===== src/design/assert_macros.svh =====
`ifndef ASSERT_MACROS_SVH
`define ASSERT_MACROS_SVH

// same-cycle implication, sampled on clk, off during rst
`define EPTV_ASSERT_IMP(lbl, ante, cons) \
  lbl: assert property (@(posedge clk) disable iff (rst) (ante) |-> (cons)) \
    else $error("assertion failed");

// next-cycle implication, sampled on clk, off during rst
`define EPTV_ASSERT_NEXT(lbl, ante, cons) \
  lbl: assert property (@(posedge clk) disable iff (rst) (ante) |=> (cons)) \
    else $error("assertion failed");

`endif


===== src/design/eptv_pkg.sv =====
`timescale 1ns / 1ps

package eptv_pkg;

  localparam int PIXEL_BITS  = 16;
  localparam int ACC_BITS    = 48;
  localparam int OUT_BITS    = 48;
  localparam int HALF_BITS   = ACC_BITS / 2;
  localparam int INV_BITS    = 17;
  localparam int PROD_BITS   = HALF_BITS + INV_BITS;
  localparam int HEIGHT_BITS = 11;
  localparam int ROW_BITS    = 10;
  localparam int PLANE_BITS  = 16;
  localparam int CFG_BITS    = 17;
  localparam int INDEX_BITS  = 2;
  localparam int FRAC_SHIFT  = 8;

  localparam logic [HEIGHT_BITS-1:0] HEIGHT_LIMIT = 11'd1024;
  localparam logic [INV_BITS-1:0]    INV_ONE      = 17'h10000;
  localparam logic [ACC_BITS-1:0]    ACC_MAX      = {ACC_BITS{1'b1}};
  localparam logic [OUT_BITS-1:0]    OUT_MAX      = {OUT_BITS{1'b1}};

  localparam logic [INDEX_BITS-1:0] REG_WIDTH  = 2'd0;
  localparam logic [INDEX_BITS-1:0] REG_HEIGHT = 2'd1;
  localparam logic [INDEX_BITS-1:0] REG_PLANES = 2'd2;
  localparam logic [INDEX_BITS-1:0] REG_INV    = 2'd3;

  typedef struct packed {
    logic signed [PIXEL_BITS-1:0] predicted;
    logic signed [PIXEL_BITS-1:0] target;
  } pixel_t;

  typedef struct packed {
    logic [OUT_BITS-1:0] loss;
    logic                saturated;
  } result_t;

  typedef struct packed {
    logic [HEIGHT_BITS-1:0] height;
    logic [PLANE_BITS-1:0]  planes;
  } limits_t;

  typedef struct packed {
    logic                done;
    logic [ACC_BITS-1:0] square_sum;
    logic [ACC_BITS-1:0] variation_sum;
    logic                overflow;
  } sums_t;

endpackage


===== src/design/eptv_scale.sv =====
`timescale 1ns / 1ps

module eptv_scale (
  input  logic                            clk,
  input  logic                            rst,
  input  eptv_pkg::sums_t                 sums,
  input  logic [eptv_pkg::INV_BITS-1:0]   inv,
  output logic                            busy,
  output logic                            result_valid,
  input  logic                            result_stall,
  output eptv_pkg::result_t               result
);

  localparam int AB = eptv_pkg::ACC_BITS;
  localparam int HB = eptv_pkg::HALF_BITS;
  localparam int PR = eptv_pkg::PROD_BITS;
  localparam int OB = eptv_pkg::OUT_BITS;
  localparam int FULL_BITS = PR + HB;

  localparam logic [1:0] ST_IDLE  = 2'd0;
  localparam logic [1:0] ST_LOW   = 2'd1;
  localparam logic [1:0] ST_HIGH  = 2'd2;
  localparam logic [1:0] ST_ROUND = 2'd3;

  logic [1:0]  state;
  logic [AB-1:0] total;
  logic          sat;
  logic [PR-1:0] prod_low;
  logic [PR-1:0] prod_high;

  logic [AB:0]          total_sum;
  logic [PR-1:0]        low_mult;
  logic [PR-1:0]        high_mult;
  logic [FULL_BITS-1:0] prod;
  logic [FULL_BITS-1:0] rounded;
  logic [OB:0]          loss_wide;
  logic                 out_free;

  always_comb begin
    total_sum = {2'b0, sums.square_sum[AB-1:1]} + {1'b0, sums.variation_sum};
    low_mult  = total[HB-1:0] * inv;
    high_mult = total[AB-1:HB] * inv;
    prod      = {prod_high, {HB{1'b0}}} + FULL_BITS'(prod_low);
    rounded   = prod + FULL_BITS'(32768);
    loss_wide = rounded[OB+16:16];
    out_free  = !result_valid || !result_stall;
  end

  always_ff @(posedge clk) begin
    if (rst) begin
      state        <= ST_IDLE;
      result_valid <= 1'b0;
    end else begin
      if (out_free) begin
        result_valid <= (state == ST_ROUND);
      end
      case (state)
        ST_IDLE: begin
          if (sums.done) begin
            state <= ST_LOW;
          end
        end
        ST_LOW:  state <= ST_HIGH;
        ST_HIGH: state <= ST_ROUND;
        ST_ROUND: begin
          if (out_free) begin
            state <= ST_IDLE;
          end
        end
        default: state <= ST_IDLE;
      endcase
    end
  end

  always_ff @(posedge clk) begin
    if (state == ST_IDLE && sums.done) begin
      total <= total_sum[AB] ? eptv_pkg::ACC_MAX : total_sum[AB-1:0];
      sat   <= sums.overflow | total_sum[AB];
    end
    if (state == ST_LOW) begin
      prod_low <= low_mult;
    end
    if (state == ST_HIGH) begin
      prod_high <= high_mult;
    end
    if (state == ST_ROUND && out_free) begin
      result.loss      <= loss_wide[OB] ? eptv_pkg::OUT_MAX : loss_wide[OB-1:0];
      result.saturated <= sat | loss_wide[OB];
    end
  end

  assign busy = state != ST_IDLE;

endmodule

===== config.mk =====
export PLATFORM = sky130hd
export DESIGN_NAME = eptv_scale
export DESIGN_NICKNAME = d
export VERILOG_FILES = /design/src/design/assert_macros.svh /design/src/design/eptv_pkg.sv /design/src/design/eptv_scale.sv
export SDC_FILE = /design/constraint.sdc
export NUM_CORES = 2
export LEC_CHECK = 0
export BUFFER_PORTS_ARGS = -buffer_cell sky130_fd_sc_hd__buf_2
export CORE_ASPECT_RATIO = 1.75
export CORE_MARGIN = 1
export CORE_UTILIZATION = 60
export CTS_CLUSTER_DIAMETER = 150
export CTS_CLUSTER_SIZE = 10
export DETAILED_ROUTE_END_ITERATION = 8
export GPL_TIMING_DRIVEN = 0
export PLACE_DENSITY = 0.87
export SLEW_MARGIN = 5
export SYNTH_ARGS = -nofsm -noshare
export SYNTH_HDL_FRONTEND = slang
export SYNTH_SLANG_ARGS = --single-unit
export TNS_END_PERCENT = 100

===== constraint.sdc =====
create_clock -name clk -period 22.8 [get_ports clk]
set_input_delay 4.56 -clock clk [delete_from_list [all_inputs] [get_ports clk]]
set_output_delay 4.56 -clock clk [all_outputs]
set_load 0.02 [all_outputs]

; Word-level counts from Yosys, hierarchy flattened
; Cells that the tools add are included.
[totals]
out_inout_bits = 51
elab_cells = 31
inputBits = 118
regBits = 183
[op_classes]
addsub = 3
bitwise_logic = 2
multipliers = 2
reduce_logical = 8
n_mux = 3
n_eq_ne = 5
[ops]
columns = cell, n
row1 = $mul 24x17->41, 2
row2 = $add 65x16->65 const B, 1
row3 = $add 65x41->65, 1
row4 = $add 47x48->49, 1
row5 = $pmux 2 s4, 1
row6 = $eq 2x2->1 const B, 2
row7 = $mux 2, 2
row8 = $ne 2x2->1 const B, 2
row9 = $eq 2x1->1 const B, 1
row10 = $logic_and 1x1->1, 2
row11 = $logic_not 1->1, 2
row12 = $logic_not 2->1, 1
row13 = $or 1x1->1, 2
row14 = $reduce_and 2->1, 1
row15 = $reduce_bool 2->1, 1
row16 = $logic_or 1x1->1, 1

; Depth between registers and ports, before layout
[logic_depth]
word_depth = 4
ltp_mapped = 26
ltp_nobuf = 24

; Worst setup path before layout
; Ideal clock, no wire load.
[synth_timing]
path_kind = in2reg
startpoint = input inv[2] (netlist bit)
endpoint = register prod_high[40], data pin
required_ns = 22.532
n_path_buf = 2
cell_stages = 25
setup_time_ns = 0.268
arrival_ns = 10.515
setup_slack_ns = 12.018
cell_sequence = clkbuf_1 -> clkbuf_1 -> nand2_1 -> fa_1 -> inv_1 -> fa_1 -> inv_1 -> fa_1 -> inv_1 -> fa_1 -> fa_1 -> inv_1 -> fa_1 -> inv_1 -> ha_1 -> a21oi_1 -> o21ai_0 -> or3b_1 -> o31ai_2 -> o21ai_1 -> a31oi_1 -> nand2b_1 -> a21oi_1 -> o41ai_1 -> xnor2_1
[synth_between]
elab_chain_cells = 1
[synth_rtl]
columns = item, line
row1 = start: declaration, eptv_scale.sv:7  ; input logic [eptv_pkg::INV_BITS-1:0] inv,
row2 = $mul 24x17->41, eptv_scale.sv:42  ; high_mult = total[AB-1:HB] * inv;
row3 = net high_mult[40], eptv_scale.sv:33  ; logic [PR-1:0] high_mult;
row4 = end signal: assignment, eptv_scale.sv:84  ; prod_high <= high_mult;
row5 = end: declaration, eptv_scale.sv:29  ; logic [PR-1:0] prod_high;
; The timed path passes the listed nets, and every way through them passes these cells.
; A chain may end at the register's enable or synchronous reset.

; Final worst setup path
[layout_timing]
startpoint = input inv[7] (netlist bit)
endpoint = register prod_low[40], data pin
[layout_between]
elab_chain_cells = 1
[layout_rtl]
columns = item, line
row1 = $mul 24x17->41, eptv_scale.sv:41  ; low_mult = total[HB-1:0] * inv;
row2 = net low_mult[40], eptv_scale.sv:32  ; logic [PR-1:0] low_mult;
row3 = end signal: assignment, eptv_scale.sv:81  ; prod_low <= low_mult;
row4 = end: declaration, eptv_scale.sv:28  ; logic [PR-1:0] prod_low;
; The timed path passes the listed nets, and every way through them passes these cells.

==> metrics.cfg <==
[global_route]
grt-ovfl-total=0
grt_pass1_wl_mm=158
grt_max_degree=39
antenna_found_initial=7
grt_util_all_layers_pct=36.4
grt_pass1_vias=29700

[layout]
final_common_cell=inv_1
syn_to_final_growth_pct=6.89
multi_input_area_um2=26300
layout_common_cells=inv_1, fa_1, nand2_1
drive_above_1_share_pct=5.41
seq_area_um2=5010
fin_nets=5087
nFillCells=4671

[floorplanning]
die_area_um2=59500
die_h_um=322
start_util_pct=61.1
die_w_um=185
row_count=116
core_um2=57500
io_pins=169

[worst_setup_path]
max_stage_delay_ns=0.89
cp_top_family=compound AO/OA/AOI/OAI gates
rr_worst_depth=25
crit_slowest_cell=clkbuf_1
crit_required_ns=23.01
critPathKind=primary input to flip-flop
timing.rr.end=prod_low[40]
startpoint_type=primary input
r2r_slack_ns=14.12
critPathMaxFanout=10
cp.buffers_inverters=5
critical_path_arrival_ns=13.28
end_kind=flip-flop
r2r_start=total[10]
cp_cell_sequence=clkbuf_1, clkbuf_1, nand2_1, fa_1, fa_1, inv_1, ha_1, fa_1, inv_1, fa_1, fa_1, inv_1, ha_1, a2111oi_0, o21ai_1, nor3_1, o31ai_1, a31oi_1, o21ai_1, nand3_1, a31oi_1, o41ai_1, xnor2_1
cp_common_cell=fa_1

[sta]
timing.fmax_ghz=0.0765
fin_worst_skew_ns=0.0248
post-route-min-period_ns=13.08
relSlewSlack_pct=14.6
fin_crit_sh_pct=57.3
rsz0062_at_grt=false
setup_viol=0
tightest_slew_ns=1.27
finalSetupTns_ns=0
finalMaxSlewViolations=0
finalHoldViolations=0

[routing]
vias=27900
drtIter0Drc=2030
ant_nets=0
vias_per_cell=5.80
remaining_drc_errors=0
dr.pass1.iters=7
wl_per_cell_um=21.3
wirelength_mm=102

[clocking]
cts_hold_buffers=0
cts_tree=built
post_cts_buffers=0
clk_pin_slew_worst_paths_ns=0.09
clockBufferDepth=2
cts-root-buf=clkbuf_16
clk-insertion-delay-late_ns=0.51
post_cts_resized=0
numCtsBuffers=17
clkSinkCount=168
h-tree-depth=4

[yosys]
yosys_most_used_dff=edfxtp_1
synth_seq_area_share_pct=14.3
synth_top_area_cell=fa_1
ys.warnings.count=0
synth_edf_count=165
synth_fp_nets=4914
synth_area_per_cell_um2=9.14
async_flop_share_pct=0
ys_types=70
synth_area_leaders=fa_1, edfxtp_1, ha_1
syn_inst=3841
synth_area_um2=35100
yosys_register_bits=168
synth_top_area_share_pct=37.5

[outcome]
status=finished, final reports clean

[worst_hold_path]
hold_path.startpoint=sat
min_path_type=flip-flop to flip-flop
holdPathStages=1
worstHoldEndpoint=result[0]

[placement]
hpwl_mm=82.9
routabilityCongestion=0.994
portBuffers=151

[job]
cap_violations=0

-- worst max path at each step --
stage,start,to,slack [ns],cells past startpoint
2_1_floorplan,inv[2],prod_high[40],12.02,25
3_3_place_gp,inv[7],prod_low[40],9.90,23
3_5_place_dp,inv[7],prod_low[40],9.79,23
4_1_cts,inv[7],prod_low[40],10.20,23
5_1_grt,inv[7],prod_low[40],9.86,23
6_report,inv[7],prod_low[40],9.72,23
-- sequential cells by signal (all words and copies together) (netlist names) --
name	count
state	2
total	48
prod_low	26
result_valid	1
result	49
sat	1
prod_high	41
-- routing by layer --
metal / global-route usage (%) / share of wire [%] / wire length [um]
met5: 0 / 0.039 / 40
met1: 39.1 / 32 / 32800
met4: 28.0 / 9.1 / 9330
met3: 7.82 / 9.4 / 9610
met2: 62.1 / 49 / 50600
-- area by class of cell --
cell class,count,area share (%)
inverter,831,8.32
clock inverter,15,0.464
buffer,165,1.71
clock buffer,17,1.13
multi-input combinational,2677,70.2
sequential,168,13.4
tap,767,2.56
antenna,7,0.0467
timing repair buffer,154,2.20
-- Yosys cell counts, types with 3 or more instances --
master	number
nand2_1	633
o211ai_1	9
ha_1	298
clkbuf_1	155
a211o_1	3
and3_1	21
and4_1	4
buf_2	7
and2_1	336
xor2_1	67
nand3_1	41
nand2b_1	15
o31a_1	4
nand3b_1	3
o41ai_1	4
a21o_1	63
a31oi_1	20
o21ai_1	14
nor2b_1	16
or3_1	4
xnor2_1	77
a221oi_1	4
o21bai_1	19
edfxtp_1	165
o31ai_1	6
nor2_1	81
a41oi_1	4
nor3_1	19
dfxtp_1	3
inv_1	831
or2_2	3
a21oi_1	117
o21ai_0	46
a211oi_1	9
nand4_1	18
fa_1	657
o21a_1	23
-- through the flow --
| step | utilization (%) | setup slack [ns] | cell area, um2 | hold slack, ns | std cells |
|---|---|---|---|---|---|
| 6_report | 65.3 | 9.72 | 37500 | 0.533 | 4801 |
| 5_1_grt | 65.2 | 9.86 | 37500 | 0.573 | 4797 |
| 4_1_cts | 65.2 | 10.20 | 37500 | 0.527 | 4794 |
| 3_5_place_dp | 64.2 | 9.79 | 36900 | 0.506 | 4762 |
| 3_3_place_gp | 64.0 | 9.90 | 36800 | 0.482 | 4759 |
| 2_1_floorplan | - | 12.02 | 35100 | 0.477 | 3841 |
-- cell families after synthesis --
kind of cell / share of synthesized area [%]
simple gates: 16.2
buf+inv: 10.7
fa+ha+maj: 48.1
compound gates: 6.93
flops: 14.3
xor+xnor: 3.59
mux: 0.121
Power is not shown: default switching activity piles up to over one toggle a cycle in this logic, so the estimate is an artifact.
